## config.mk

```make
export PLATFORM = sky130hd
export DESIGN_NAME = sweep_sync_pulse_tracker
export DESIGN_NICKNAME = d
export VERILOG_FILES = /design/src/rtl/sspt_pkg.sv /design/src/rtl/sspt_front.sv /design/src/rtl/sspt_axis.sv /design/src/rtl/sweep_sync_pulse_tracker.sv
export VERILOG_INCLUDE_DIRS = /design/src /design/src/rtl
export SDC_FILE = /design/constraint.sdc
export NUM_CORES = 2
export LEC_CHECK = 0
export BUFFER_PORTS_ARGS = -buffer_cell sky130_fd_sc_hd__buf_2
export CORE_MARGIN = 3
export CORE_UTILIZATION = 25
export CTS_BUF_LIST = sky130_fd_sc_hd__clkbuf_4 sky130_fd_sc_hd__clkbuf_8 sky130_fd_sc_hd__clkbuf_16
export CTS_CLUSTER_SIZE = 10
export DETAILED_ROUTE_END_ITERATION = 10
export GPL_TIMING_DRIVEN = 0
export SYNTH_ARGS = -nofsm -noshare
export SYNTH_HDL_FRONTEND = slang
export SYNTH_SLANG_ARGS = --single-unit
export TNS_END_PERCENT = 5
```

## constraint.sdc

```tcl
create_clock -name clk -period 16.4 [get_ports clk]
set_input_delay 0.82 -clock clk [delete_from_list [all_inputs] [get_ports clk]]
set_output_delay 0.82 -clock clk [all_outputs]
set_load 0.01 [all_outputs]
```

## src/rtl/sweep_sync_pulse_tracker_defines.svh

```systemverilog
// Assertion macros shared by the sweep sync pulse tracker modules.
`ifndef SWEEP_SYNC_PULSE_TRACKER_DEFINES_SVH
`define SWEEP_SYNC_PULSE_TRACKER_DEFINES_SVH

// Same-cycle implication, checked on every rising edge outside reset.
`define SSPT_ASSERT_NOW(name, clk, rst_n, ante, cons, msg) \
    name: assert property (@(posedge clk) disable iff (!rst_n) (ante) |-> (cons)) \
        else $error(msg);

// Next-cycle implication, checked on every rising edge outside reset.
`define SSPT_ASSERT_NEXT(name, clk, rst_n, ante, cons, msg) \
    name: assert property (@(posedge clk) disable iff (!rst_n) (ante) |=> (cons)) \
        else $error(msg);

`endif

```

## src/rtl/sspt_pkg.sv

```systemverilog
// Types, constants and codes shared by the sweep sync pulse tracker.
package sspt_pkg;

    // Timer width used for pulse widths and sweep deltas.
    localparam int TIME_BITS = 32;
    localparam int FIELD_W   = 32;

    // Configuration registers.
    localparam int BIAS_W        = 10;
    localparam int JUMP_W        = 20;
    localparam int CFG_DATA_W    = 20;
    localparam int CFG_INDEX_W   = 1;
    localparam logic [JUMP_W-1:0] JUMP_LIMIT_RESET = JUMP_W'(4630);

    typedef enum logic [CFG_INDEX_W-1:0] {
        REG_WIDTH_BIAS = 1'b0,
        REG_JUMP_LIMIT = 1'b1
    } reg_index_t;

    // Width scaling: (diff * 924 mod 2^32) / 1000, the divide done by reciprocal.
    localparam int SCALE_W = 10;
    localparam logic [SCALE_W-1:0] SCALE_MUL = SCALE_W'(924);
    localparam int MAGIC_W = 29;
    localparam logic [MAGIC_W-1:0] DIV_MAGIC = MAGIC_W'(274877907);
    localparam int DIV_SHIFT = 38;
    localparam int WIDTH_W   = 23;

    // Band edges before the bias is added.
    localparam int EDGE_LASER_LO = 100;
    localparam int EDGE_AZ1_LO   = 585;
    localparam int EDGE_EL1_LO   = 675;
    localparam int EDGE_AZ2_LO   = 781;
    localparam int EDGE_EL2_LO   = 885;
    localparam int EDGE_AZS1_LO  = 989;
    localparam int EDGE_ELS1_LO  = 1083;
    localparam int EDGE_AZS2_LO  = 1200;
    localparam int EDGE_ELS2_LO  = 1300;
    localparam int EDGE_TOP      = 1400;

    // Delta comparison widths.
    localparam int DIFF_W = TIME_BITS + 1;
    localparam int CMP_W  = (DIFF_W > JUMP_W) ? DIFF_W : JUMP_W;

    typedef enum logic [2:0] {
        K_INVALID = 3'd0,
        K_LASER   = 3'd1,
        K_AZ      = 3'd2,
        K_EL      = 3'd3,
        K_AZ_SKIP = 3'd4,
        K_EL_SKIP = 3'd5
    } kind_t;

    typedef enum logic [2:0] {
        PH_SEARCH  = 3'd0,
        PH_A_SYNC  = 3'd1,
        PH_B_SKIP  = 3'd2,
        PH_A_SWEEP = 3'd3,
        PH_B_SWEEP = 3'd4
    } phase_t;

    typedef struct packed {
        logic [FIELD_W-1:0] rise_time;
        logic [FIELD_W-1:0] fall_time;
    } pulse_in_t;

    typedef struct packed {
        logic [FIELD_W-1:0] sync_stamp;
        logic [FIELD_W-1:0] sweep_stamp;
        logic               from_b;
        logic               is_elevation;
    } sweep_out_t;

    // Classified pulse leaving the front pipeline.
    typedef struct packed {
        logic               valid;
        logic [FIELD_W-1:0] rise;
        kind_t              kind;
    } pulse_item_t;

    // Sweep report from one axis tracker.
    typedef struct packed {
        logic               fire;
        logic               from_b;
        logic [FIELD_W-1:0] sync;
    } axis_fire_t;

endpackage

```

## src/rtl/sspt_front.sv

```systemverilog
// Front pipeline: pulse width scaling, reciprocal divide and band classification.
module sspt_front (
    input  logic                          clk,
    input  logic                          rst_n,
    input  logic                          in_valid,
    output logic                          in_ready,
    input  sspt_pkg::pulse_in_t           in_data,
    input  logic [sspt_pkg::BIAS_W-1:0]   band_offset,
    input  logic                          drain,
    output sspt_pkg::pulse_item_t         item
);

    // Band edge moved up by the bias.
    function automatic logic [sspt_pkg::WIDTH_W-1:0] band_edge(
        input int                          base,
        input logic [sspt_pkg::BIAS_W-1:0] bias
    );
        return sspt_pkg::WIDTH_W'(base) + sspt_pkg::WIDTH_W'(bias);
    endfunction

    // Sort a pulse width into its band; the bands do not overlap.
    function automatic sspt_pkg::kind_t classify(
        input logic [sspt_pkg::WIDTH_W-1:0] w,
        input logic [sspt_pkg::BIAS_W-1:0]  b
    );
        sspt_pkg::kind_t k;
        k = sspt_pkg::K_INVALID;
        if (w > band_edge(sspt_pkg::EDGE_LASER_LO, b) && w < band_edge(sspt_pkg::EDGE_AZ1_LO, b))
            k = sspt_pkg::K_LASER;
        if (w > band_edge(sspt_pkg::EDGE_AZ1_LO, b) && w < band_edge(sspt_pkg::EDGE_EL1_LO, b))
            k = sspt_pkg::K_AZ;
        if (w >= band_edge(sspt_pkg::EDGE_EL1_LO, b) && w < band_edge(sspt_pkg::EDGE_AZ2_LO, b))
            k = sspt_pkg::K_EL;
        if (w >= band_edge(sspt_pkg::EDGE_AZ2_LO, b) && w < band_edge(sspt_pkg::EDGE_EL2_LO, b))
            k = sspt_pkg::K_AZ;
        if (w >= band_edge(sspt_pkg::EDGE_EL2_LO, b) && w < band_edge(sspt_pkg::EDGE_AZS1_LO, b))
            k = sspt_pkg::K_EL;
        if (w >= band_edge(sspt_pkg::EDGE_AZS1_LO, b) && w < band_edge(sspt_pkg::EDGE_ELS1_LO, b))
            k = sspt_pkg::K_AZ_SKIP;
        if (w >= band_edge(sspt_pkg::EDGE_ELS1_LO, b) && w < band_edge(sspt_pkg::EDGE_AZS2_LO, b))
            k = sspt_pkg::K_EL_SKIP;
        if (w >= band_edge(sspt_pkg::EDGE_AZS2_LO, b) && w < band_edge(sspt_pkg::EDGE_ELS2_LO, b))
            k = sspt_pkg::K_AZ_SKIP;
        if (w >= band_edge(sspt_pkg::EDGE_ELS2_LO, b) && w < band_edge(sspt_pkg::EDGE_TOP, b))
            k = sspt_pkg::K_EL_SKIP;
        return k;
    endfunction

    // Stage valid bits.
    logic v1_reg, v2_reg, v3_reg, v4_reg;
    logic rdy1, rdy2, rdy3, rdy4;

    // Stage payloads.
    logic [sspt_pkg::FIELD_W-1:0] rise1_reg, fall1_reg;
    logic [sspt_pkg::FIELD_W-1:0] rise2_reg, prod2_reg;
    logic [sspt_pkg::FIELD_W-1:0] rise3_reg;
    logic [sspt_pkg::WIDTH_W-1:0] width3_reg;
    logic [sspt_pkg::FIELD_W-1:0] rise4_reg;
    sspt_pkg::kind_t              kind4_reg;

    logic [sspt_pkg::TIME_BITS-1:0]                  diff;
    logic [sspt_pkg::FIELD_W+sspt_pkg::SCALE_W-1:0]  prod_next;
    logic [sspt_pkg::FIELD_W+sspt_pkg::MAGIC_W-1:0]  quot_wide;
    sspt_pkg::kind_t                                 kind_next;

    // A stage takes a new transaction when it is empty or its content moves on.
    assign rdy4     = !v4_reg || drain;
    assign rdy3     = !v3_reg || rdy4;
    assign rdy2     = !v2_reg || rdy3;
    assign rdy1     = !v1_reg || rdy2;
    assign in_ready = rdy1;

    // Timer difference modulo the timer width, scaled by 924 modulo 2^32.
    assign diff      = fall1_reg[sspt_pkg::TIME_BITS-1:0] - rise1_reg[sspt_pkg::TIME_BITS-1:0];
    assign prod_next = sspt_pkg::FIELD_W'(diff) * sspt_pkg::SCALE_MUL;

    // Divide by 1000 through the reciprocal; exact for every 32-bit dividend.
    assign quot_wide = prod2_reg * sspt_pkg::DIV_MAGIC;

    assign kind_next = classify(width3_reg, band_offset);

    // Valid bits.
    always_ff @(posedge clk or negedge rst_n)
    begin
        if (!rst_n)
        begin
            v1_reg <= 1'b0;
            v2_reg <= 1'b0;
            v3_reg <= 1'b0;
            v4_reg <= 1'b0;
        end
        else
        begin
            if (rdy1)
                v1_reg <= in_valid;
            if (rdy2)
                v2_reg <= v1_reg;
            if (rdy3)
                v3_reg <= v2_reg;
            if (rdy4)
                v4_reg <= v3_reg;
        end
    end

    // Payload registers.
    always_ff @(posedge clk)
    begin
        if (rdy1)
        begin
            rise1_reg <= in_data.rise_time;
            fall1_reg <= in_data.fall_time;
        end
        if (rdy2)
        begin
            rise2_reg <= rise1_reg;
            prod2_reg <= prod_next[sspt_pkg::FIELD_W-1:0];
        end
        if (rdy3)
        begin
            rise3_reg  <= rise2_reg;
            width3_reg <= quot_wide[sspt_pkg::DIV_SHIFT +: sspt_pkg::WIDTH_W];
        end
        if (rdy4)
        begin
            rise4_reg <= rise3_reg;
            kind4_reg <= kind_next;
        end
    end

    assign item.valid = v4_reg;
    assign item.rise  = rise4_reg;
    assign item.kind  = kind4_reg;

endmodule

```

## src/rtl/sspt_axis.sv

```systemverilog
// One axis tracker: follows sync, skip and sweep pulses and judges each sweep.
`include "sweep_sync_pulse_tracker_defines.svh"

module sspt_axis (
    input  logic                          clk,
    input  logic                          rst_n,
    input  logic                          step,
    input  sspt_pkg::kind_t               kind,
    input  logic [sspt_pkg::FIELD_W-1:0]  rise,
    input  logic [sspt_pkg::JUMP_W-1:0]   jump_limit,
    input  sspt_pkg::kind_t               sync_kind,
    input  sspt_pkg::kind_t               skip_kind,
    output sspt_pkg::axis_fire_t          fire_info
);

    sspt_pkg::phase_t               phase_reg, phase_next;
    logic [sspt_pkg::FIELD_W-1:0]   sync_a_reg, sync_b_reg;
    logic [sspt_pkg::TIME_BITS-1:0] delta_a_reg, delta_b_reg;

    logic is_sync, is_skip, is_laser;
    logic sweep_b;
    logic load_a, load_b, load_delta, fire;
    logic [sspt_pkg::FIELD_W-1:0]   sel_sync;
    logic [sspt_pkg::TIME_BITS-1:0] sel_delta, new_delta;
    logic signed [sspt_pkg::DIFF_W-1:0] delta_diff;
    logic [sspt_pkg::DIFF_W-1:0]    delta_mag;
    logic                           judge_ok;

    assign is_sync  = (kind == sync_kind);
    assign is_skip  = (kind == skip_kind);
    assign is_laser = (kind == sspt_pkg::K_LASER);

    // Sweep judgment: exact signed change of the delta against the jump limit.
    assign sweep_b    = (phase_reg == sspt_pkg::PH_B_SWEEP);
    assign sel_sync   = sweep_b ? sync_b_reg : sync_a_reg;
    assign sel_delta  = sweep_b ? delta_b_reg : delta_a_reg;
    assign new_delta  = rise[sspt_pkg::TIME_BITS-1:0] - sel_sync[sspt_pkg::TIME_BITS-1:0];
    assign delta_diff = $signed({new_delta[sspt_pkg::TIME_BITS-1], new_delta})
                      - $signed({sel_delta[sspt_pkg::TIME_BITS-1], sel_delta});
    assign delta_mag  = delta_diff[sspt_pkg::DIFF_W-1] ? sspt_pkg::DIFF_W'(-delta_diff)
                                                       : sspt_pkg::DIFF_W'(delta_diff);
    assign judge_ok   = (sel_delta != '0)
                     && (sspt_pkg::CMP_W'(delta_mag) < sspt_pkg::CMP_W'(jump_limit));

    // Phase register.
    always_ff @(posedge clk or negedge rst_n)
    begin
        if (!rst_n)
            phase_reg <= sspt_pkg::PH_SEARCH;
        else if (step)
            phase_reg <= phase_next;
    end

    // Next phase and the stores it triggers.
    always_comb
    begin
        phase_next = sspt_pkg::PH_SEARCH;
        load_a     = 1'b0;
        load_b     = 1'b0;
        load_delta = 1'b0;
        fire       = 1'b0;
        unique case (phase_reg)
            sspt_pkg::PH_A_SYNC:
            begin
                priority if (is_sync)
                begin
                    load_a     = 1'b1;
                    phase_next = sspt_pkg::PH_A_SYNC;
                end
                else if (is_skip)
                    phase_next = sspt_pkg::PH_A_SWEEP;
                else
                    phase_next = sspt_pkg::PH_SEARCH;
            end
            sspt_pkg::PH_B_SKIP:
            begin
                priority if (is_sync)
                begin
                    load_b     = 1'b1;
                    phase_next = sspt_pkg::PH_B_SWEEP;
                end
                else if (is_skip)
                    phase_next = sspt_pkg::PH_B_SKIP;
                else
                    phase_next = sspt_pkg::PH_SEARCH;
            end
            sspt_pkg::PH_A_SWEEP, sspt_pkg::PH_B_SWEEP:
            begin
                priority if (is_sync)
                begin
                    load_a     = 1'b1;
                    phase_next = sspt_pkg::PH_A_SYNC;
                end
                else if (is_skip)
                    phase_next = sspt_pkg::PH_B_SKIP;
                else if (is_laser)
                begin
                    load_delta = 1'b1;
                    fire       = judge_ok;
                    phase_next = sspt_pkg::PH_SEARCH;
                end
                else
                    phase_next = sspt_pkg::PH_SEARCH;
            end
            // Searching, and unused codes treated as searching.
            default:
            begin
                priority if (is_sync)
                begin
                    load_a     = 1'b1;
                    phase_next = sspt_pkg::PH_A_SYNC;
                end
                else if (is_skip)
                    phase_next = sspt_pkg::PH_B_SKIP;
                else
                    phase_next = sspt_pkg::PH_SEARCH;
            end
        endcase
    end

    // Sync times and last sweep deltas.
    always_ff @(posedge clk or negedge rst_n)
    begin
        if (!rst_n)
        begin
            sync_a_reg  <= '0;
            sync_b_reg  <= '0;
            delta_a_reg <= '0;
            delta_b_reg <= '0;
        end
        else if (step)
        begin
            if (load_a)
                sync_a_reg <= rise;
            if (load_b)
                sync_b_reg <= rise;
            if (load_delta && !sweep_b)
                delta_a_reg <= new_delta;
            if (load_delta && sweep_b)
                delta_b_reg <= new_delta;
        end
    end

    assign fire_info.fire   = step && fire;
    assign fire_info.from_b = sweep_b;
    assign fire_info.sync   = sel_sync;

    `SSPT_ASSERT_NOW(a_fire_in_sweep, clk, rst_n, fire_info.fire,
        phase_reg == sspt_pkg::PH_A_SWEEP || phase_reg == sspt_pkg::PH_B_SWEEP,
        "sweep reported outside a sweep phase")
    `SSPT_ASSERT_NEXT(a_sync_enters, clk, rst_n, step && is_sync,
        phase_reg == sspt_pkg::PH_A_SYNC || phase_reg == sspt_pkg::PH_B_SWEEP,
        "sync pulse did not move the tracker to a sync phase")
    `SSPT_ASSERT_NEXT(a_idle_holds, clk, rst_n, !step,
        $stable(phase_reg) && $stable(delta_a_reg) && $stable(delta_b_reg),
        "tracker state changed without a pulse")

endmodule

```

## src/rtl/sweep_sync_pulse_tracker.sv

```systemverilog
// Sweep sync pulse tracker top level: config registers, two axis trackers, result register.
//
// Each accepted transaction is one optical pulse (rise and fall timer counts).
// The block takes one pulse per clock cycle while the output is not stalled. A
// pulse passes four pipeline registers (input, width scaling multiply,
// reciprocal multiply for the divide by 1000, band classification) and then
// updates the azimuth and elevation trackers, from which a sweep report for
// its laser pulse goes into the result register. Pulses that produce no report,
// invalid widths included, leave nothing at the output. A stalled output
// holds the pipeline stage by stage; empty stages keep taking pulses.
// Configuration writes take effect on the next edge and are meant to be
// done while no pulse is in flight.
`include "sweep_sync_pulse_tracker_defines.svh"

module sweep_sync_pulse_tracker (
    input  logic                              clk,
    input  logic                              rst_n,
    input  logic                              cfg_we,
    input  logic [sspt_pkg::CFG_INDEX_W-1:0]  cfg_index,
    input  logic [sspt_pkg::CFG_DATA_W-1:0]   cfg_data,
    input  logic                              in_valid,
    output logic                              in_ready,
    input  sspt_pkg::pulse_in_t               in_data,
    output logic                              out_valid,
    input  logic                              out_ready,
    output sspt_pkg::sweep_out_t              out_data
);

    logic [sspt_pkg::BIAS_W-1:0] band_offset_reg;
    logic [sspt_pkg::JUMP_W-1:0] jump_limit_reg;

    sspt_pkg::pulse_item_t item;
    sspt_pkg::axis_fire_t  az_info, el_info;
    logic                  out_free, consume, step;
    logic                  out_valid_reg;
    sspt_pkg::sweep_out_t  out_data_reg, out_data_next;

    // Configuration registers.
    always_ff @(posedge clk or negedge rst_n)
    begin
        if (!rst_n)
        begin
            band_offset_reg <= '0;
            jump_limit_reg  <= sspt_pkg::JUMP_LIMIT_RESET;
        end
        else if (cfg_we)
        begin
            unique case (sspt_pkg::reg_index_t'(cfg_index))
                sspt_pkg::REG_WIDTH_BIAS: band_offset_reg <= cfg_data[sspt_pkg::BIAS_W-1:0];
                sspt_pkg::REG_JUMP_LIMIT: jump_limit_reg <= cfg_data[sspt_pkg::JUMP_W-1:0];
                default: ;
            endcase
        end
    end

    // The last stage moves on when the result register is free.
    assign out_free = !out_valid_reg || out_ready;
    assign consume  = item.valid && out_free;
    assign step     = consume && (item.kind != sspt_pkg::K_INVALID);

    sspt_front u_front (
        .clk         (clk),
        .rst_n       (rst_n),
        .in_valid    (in_valid),
        .in_ready    (in_ready),
        .in_data     (in_data),
        .band_offset (band_offset_reg),
        .drain       (out_free),
        .item        (item)
    );

    sspt_axis u_az (
        .clk        (clk),
        .rst_n      (rst_n),
        .step       (step),
        .kind       (item.kind),
        .rise       (item.rise),
        .jump_limit (jump_limit_reg),
        .sync_kind  (sspt_pkg::K_AZ),
        .skip_kind  (sspt_pkg::K_AZ_SKIP),
        .fire_info  (az_info)
    );

    sspt_axis u_el (
        .clk        (clk),
        .rst_n      (rst_n),
        .step       (step),
        .kind       (item.kind),
        .rise       (item.rise),
        .jump_limit (jump_limit_reg),
        .sync_kind  (sspt_pkg::K_EL),
        .skip_kind  (sspt_pkg::K_EL_SKIP),
        .fire_info  (el_info)
    );

    // Result selection; azimuth wins if both trackers report.
    always_comb
    begin
        out_data_next.sweep_stamp = item.rise;
        if (az_info.fire)
        begin
            out_data_next.sync_stamp   = az_info.sync;
            out_data_next.from_b       = az_info.from_b;
            out_data_next.is_elevation = 1'b0;
        end
        else
        begin
            out_data_next.sync_stamp   = el_info.sync;
            out_data_next.from_b       = el_info.from_b;
            out_data_next.is_elevation = 1'b1;
        end
    end

    // Result register.
    always_ff @(posedge clk or negedge rst_n)
    begin
        if (!rst_n)
            out_valid_reg <= 1'b0;
        else if (out_free)
            out_valid_reg <= az_info.fire || el_info.fire;
    end

    always_ff @(posedge clk)
    begin
        if (out_free)
            out_data_reg <= out_data_next;
    end

    assign out_valid = out_valid_reg;
    assign out_data  = out_data_reg;

    `SSPT_ASSERT_NEXT(a_no_spurious_out, clk, rst_n,
        out_free && !(az_info.fire || el_info.fire), !out_valid_reg,
        "result transaction without a reported sweep")
    `SSPT_ASSERT_NOW(a_one_tracker, clk, rst_n, consume, !(az_info.fire && el_info.fire),
        "both trackers reported the same pulse")
    `SSPT_ASSERT_NEXT(a_az_result, clk, rst_n, consume && az_info.fire,
        out_valid_reg && !out_data_reg.is_elevation,
        "azimuth sweep not delivered as an azimuth result")

endmodule
```

### Yosys cells after proc, flatten, opt, wreduce, memory -nomap -nowiden

Cells that the tools add are included.

* multiply operators: 2
* $add $sub $neg: 17
* eq/ne operators: 13
* bitwise gates (word level): 1
* reductions and logical operators: 48
* mux-type cells: 49
* $lt $le $gt $ge: 20

Operators with widths (count)
* 23-bit less-than comparator: 9
* 23-bit >= comparator: 7
* 32-bit 2-to-1 mux: 5
* 32-bit subtractor: 3
* 33-bit by 20-bit less-than comparator with 1-bit output: 2
* 33-bit 2-to-1 mux: 2
* 33-bit negation: 2
* 32-bit by 32-bit subtractor with 33-bit output: 2
* 32-bit nonzero test: 2
* 30-bit by 29-bit multiplier with 59-bit output, second input constant: 1
* 10-bit by 10-bit adder with 11-bit output, first input constant: 5
* 11-bit by 10-bit adder with 12-bit output, first input constant: 4
* 23-bit > comparator: 2
* 32-bit by 8-bit multiplier with 30-bit output, second input constant: 1
* 3-bit 2-to-1 mux: 10
* 1-bit 2-to-1 mux: 25
* 2-bit AND reduction: 10
* 1-bit logical AND: 19
* 3-bit by 2-bit == test with 1-bit output, second input constant: 6
* 3-bit == test, second input constant: 4
* 3-bit case mux with 2 select lines: 2
* 7-bit by 10-bit adder with 11-bit output, first input constant: 1
* 2-bit 2-to-1 mux: 5
* 3-bit by 1-bit == test with 1-bit output, second input constant: 3
* other kinds (6): 18

* register bits after elaboration: 579
* input port bits: 90
* word-level logic and storage cells: 180

### Longest topological paths before layout

* depth in word-level cells: 14
* mapped depth: 57
* gate-level depth less buffers: 50

### By module

Synthesis repeated with hierarchy kept, for this count alone.

* cell total of the unflattened synthesis: 5108
* area total of the unflattened synthesis: 53825.4 µm²

By module, submodules not included
* sspt_front: cells each 2668, area an instance 28703.8 µm², instances 1, sequential area each 6526.3 µm²
* sspt_axis at u_el: cells each 1174, area an instance 10903.0 µm², instances 1, sequential area each 3278.1 µm²
* sspt_axis at u_az: cells each 1090, area an instance 10637.7 µm², instances 1, sequential area each 3278.1 µm²
* sweep_sync_pulse_tracker: cells each 176, area an instance 3580.9 µm², instances 1, sequential area each 2763.9 µm²

### Least setup slack after synthesis

No wires, ideal clock.

* path kind: register to register
* start: reg u_az.phase_reg[1]
* end: reg out_data_reg, in the netlist out_data[34], data pin
* clock period less this slack: 10207 ps
* required time: 16138 ps
* stages on the path, launching flop included: 52
* slack: 6193 ps
* path buffers: 7
* arrival time: 9945 ps
* cell sequence: dfrtp_1 buf_2 nor3b_1 buf_4 buf_1 clkbuf_1 buf_1 mux2i_1 ha_1 clkbuf_1 o21a_1 nor2_1 a21oi_1 o21a_1 a21boi_1 nor2_1 nor3_1 o21a_1 [16 not listed] a21boi_0 o21a_1 o21a_1 o21a_1 o21a_1 o21a_1 o21a_1 o21a_1 o21a_1 o21ai_0 a21oi_1 nor3_1 o21ai_0 a21oi_1 o2111ai_1 nor3b_2 nand3_4 mux2_1

RTL lines
* start, declared: RTL line sspt_axis.sv:16 `sspt_pkg::phase_t phase_reg, phase_next;`
* start signal, assigned: RTL line sspt_axis.sv:49 `phase_reg <= sspt_pkg::PH_SEARCH;`
* start signal, assigned: RTL line sspt_axis.sv:51 `phase_reg <= phase_next;`
* end signal, assigned: RTL line sweep_sync_pulse_tracker.sv:126 `out_data_reg <= out_data_next;`
* end, declared: RTL line sweep_sync_pulse_tracker.sv:36 `sspt_pkg::sweep_out_t out_data_reg, out_data_next;`

==> reports/metrics.yaml <==
outcome:
  status: "complete, but fails checks"
  failed_checks: "max-capacitance violations, max-slew violations"
flow_run:
  cap_violations: 1
setup_path:
  worstPathArrival_ps: 14720
  critPathLaunchType: "flop"
  path_class: "flop to flop"
  critPathSlowestCell: "clkbuf_1"
  cp_top_family: "compound AO/OA/AOI/OAI gates"
  critPathCaptureType: "flop"
  crit_buf_inv: 8
  cpMostUsedCell: "o21a_1"
  slowest_delay_ps: 940
  cp_max_fo: 10
  crit_required_ps: 16730
synth:
  ys_ff_latch: 577
  synth_edf_count: 280
  syn_area_per_cell_um2: 10.3
  ys.flop_type: "dfrtp_1"
  ys_warn_count: 0
  seq_area_frac_synth: 0.302
  synth_nets: 6281
  synthCells: 5097
  yosysUniqueCellTypes: 113
  async_flop_share: 0.515
  synth_area_um2: 52500
timing:
  fin_worst_skew_ps: 42.2
  fmax_ghz: 0.0695
  tns_ps: 0
  period_needed_ps: 14380
  drv_slew: 1
  grt_setup_unrepaired: "no"
  final-setup-viol-count: 0
  finalHoldViolations: 0
  worst-slew-pin-transition_ps: 1480
  max-slew-margin-rel: -0.00937
  fin_crit_sh: 0.877
floorplan:
  fp.coreArea_um2: 208000
  initial_core_util: 0.252
  die_x_um: 464
  pin_count: 158
  num_rows: 167
  die_area_um2: 215000
  fp.dieH_um: 464
detailed_routing:
  vias_per_cell: 4.61
  num_vias: 37742
  routedWlPerCell_um: 18.2
  drc: 0
  first_iter_violations: 2268
  firstDrtPassIters: 6
  maxUsedRoutingLayer: "met5"
  dr_wl_met3_um: 5740
  ant_nets: 0
  met2RoutedLength_um: 73300
  wl_met1_um: 64600
  routed_wl_um: 149000
clock_tree:
  hold_buffers: 0
  cts.reportedPaths.clkPinSlew_ps: 60
  cts_tree: "built"
  cts_root_buf: "clkbuf_16"
  clk-insertion-delay-late_ps: 680
  clk_path_buf_depth: 3
  numCtsBuffers: 75
  postCtsSetupRepairBufs: 0
  cts.repair.resized: 0
  clkSinkCount: 577
  htree_num_levels: 3
cells_and_area:
  nets: 6523
  mostFrequentLayoutCells: "772 x inv_1, 721 x ha_1, 453 x nand2_1, 373 x fa_1, 292 x dfrtp_1"
  drive_gt1_frac: 0.0973
  area_growth_syn_to_layout_pct: 13.4
  design_area_um2: 59500
  num-fill-cells: 21464
  multiInputGateArea_um2: 33300
  final_common_cell: "inv_1"
  seq_area_um2: 15800
  fin_util: 0.286
  largest_reg_flops: 66
global_route:
  grt_antenna_before_repair: 16
  grt_pass1_vias: 39074
  grt_usage: 0.137
  gr-total-overflow: 0
  grt_max_degree: 108
  grt_pass1_wl_um: 230000
hold_path:
  hold_class: "input port to async pin"
placed_design:
  place.gp.congestion: 0.922
  placed_area_um2: 57000
  place_hpwl_um: 121000
  port_buffers: 155
## worst reg2reg max path: cells and delay by family, from the launching register on
kind | cells | cell delay, ps
muxes | 2 | 1150
adders and majority gates | 3 | 970
xor gates and xnor gates | 1 | 370
AOI/OAI and AO/OA | 27 | 5490
and+or+nand+nor | 11 | 1910
buffers and inverters | 8 | 3800
DFF | 1 | 360
## logic make-up (layout without fill, tap and decap cells)
kind of cell / Yosys count / after routing / synth area share
other: 0 / 4 / 0
AND/OR/NAND/NOR: 1105 / 1105 / 0.101
flip-flops: 577 / 577 / 0.302
buffers and inverters: 888 / 1178 / 0.0645
multiplexers: 317 / 317 / 0.0645
adder cells (fa/ha/maj): 1099 / 1099 / 0.315
AO/OA/AOI/OAI: 841 / 841 / 0.107
XOR/XNOR: 270 / 270 / 0.0456
## cell type report
type	count	share of cell area
multi-input cells	3632	0.559
flip-flops and latches	577	0.266
well taps	2788	0.0586
inverters	774	0.0489
clock buffers	103	0.0361
repair buffers	165	0.0165
plain buffers	114	0.00805
clock inverters	22	0.00601
diodes	4	0.000168
## layer usage
layer,track usage,up-vias
li1,-,17987
met1,0.174,18803
met2,0.238,763
met3,0.0158,185
met4,0.0481,4
met5,0,-
## final timing paths
kind | slack [ps] | cells after the start | endpoint | start
max | 2020 | 52 | out_data[40]$_DFFE_PN_ | u_az.phase_reg[1]$_DFFE_PN0P_
min | 210 | 1 | u_az.delta_b_reg[27]$_DFFE_PN0P_ | rst_n
max reg2reg | 2020 | 52 | out_data[40]$_DFFE_PN_ | u_az.phase_reg[1]$_DFFE_PN0P_
min reg2reg | 410 | 0 | u_front.rise3_reg[22]$_DFFE_PP_ | u_front.rise2_reg[22]$_DFFE_PP_
max in group asynchronous | 15110 | 2 | u_front.v2_reg$_DFFE_PN0P_ | rst_n
min in group clk | 310 | 1 | u_front.fall1_reg[3]$_DFFE_PP_ | in_data[3]
## cells in the mapped netlist, drive strengths merged (13+ instances only)
master  count  area share
mux2      158       0.034
nand4      45      0.0054
buf        32      0.0032
xor2       76       0.013
o211ai     15      0.0022
a211oi     27      0.0041
nor2      198       0.014
ha        721        0.17
nor3       67      0.0066
inv       773       0.055
a21oi     171       0.017
mux2i     159       0.031
or2        19      0.0023
a31oi      28      0.0035
fa        373        0.14
o21ai     212       0.020
nor4       28      0.0040
nand3      64      0.0063
dfrtp     292        0.14
and2       19      0.0023
or4        13      0.0019
nor2b      52      0.0062
o21bai     15      0.0021
a21boi     27      0.0039
and3       23      0.0027
clkbuf     82      0.0059
nand2b     48      0.0057
xnor2     192       0.032
nand2     455       0.033
a21o      128       0.018
or3        31      0.0037
edfxtp    280        0.16
o31ai      24      0.0034
o21a       67      0.0096
a211o      17      0.0028
## per-stage QoR
stage	hold WS (ps)	cells	worst slack (ps)
2_1_floorplan	400	5097	6190
3_3_place_gp	402	8040	2210
3_5_place_dp	405	8050	2190
4_1_cts	211	8175	2090
5_1_grt	258	8176	1200
6_report	205	8179	2020
Power is left out: the tool's default activity adds up to more than one toggle a clock period on the data nets, which glitch-free logic cannot reach.
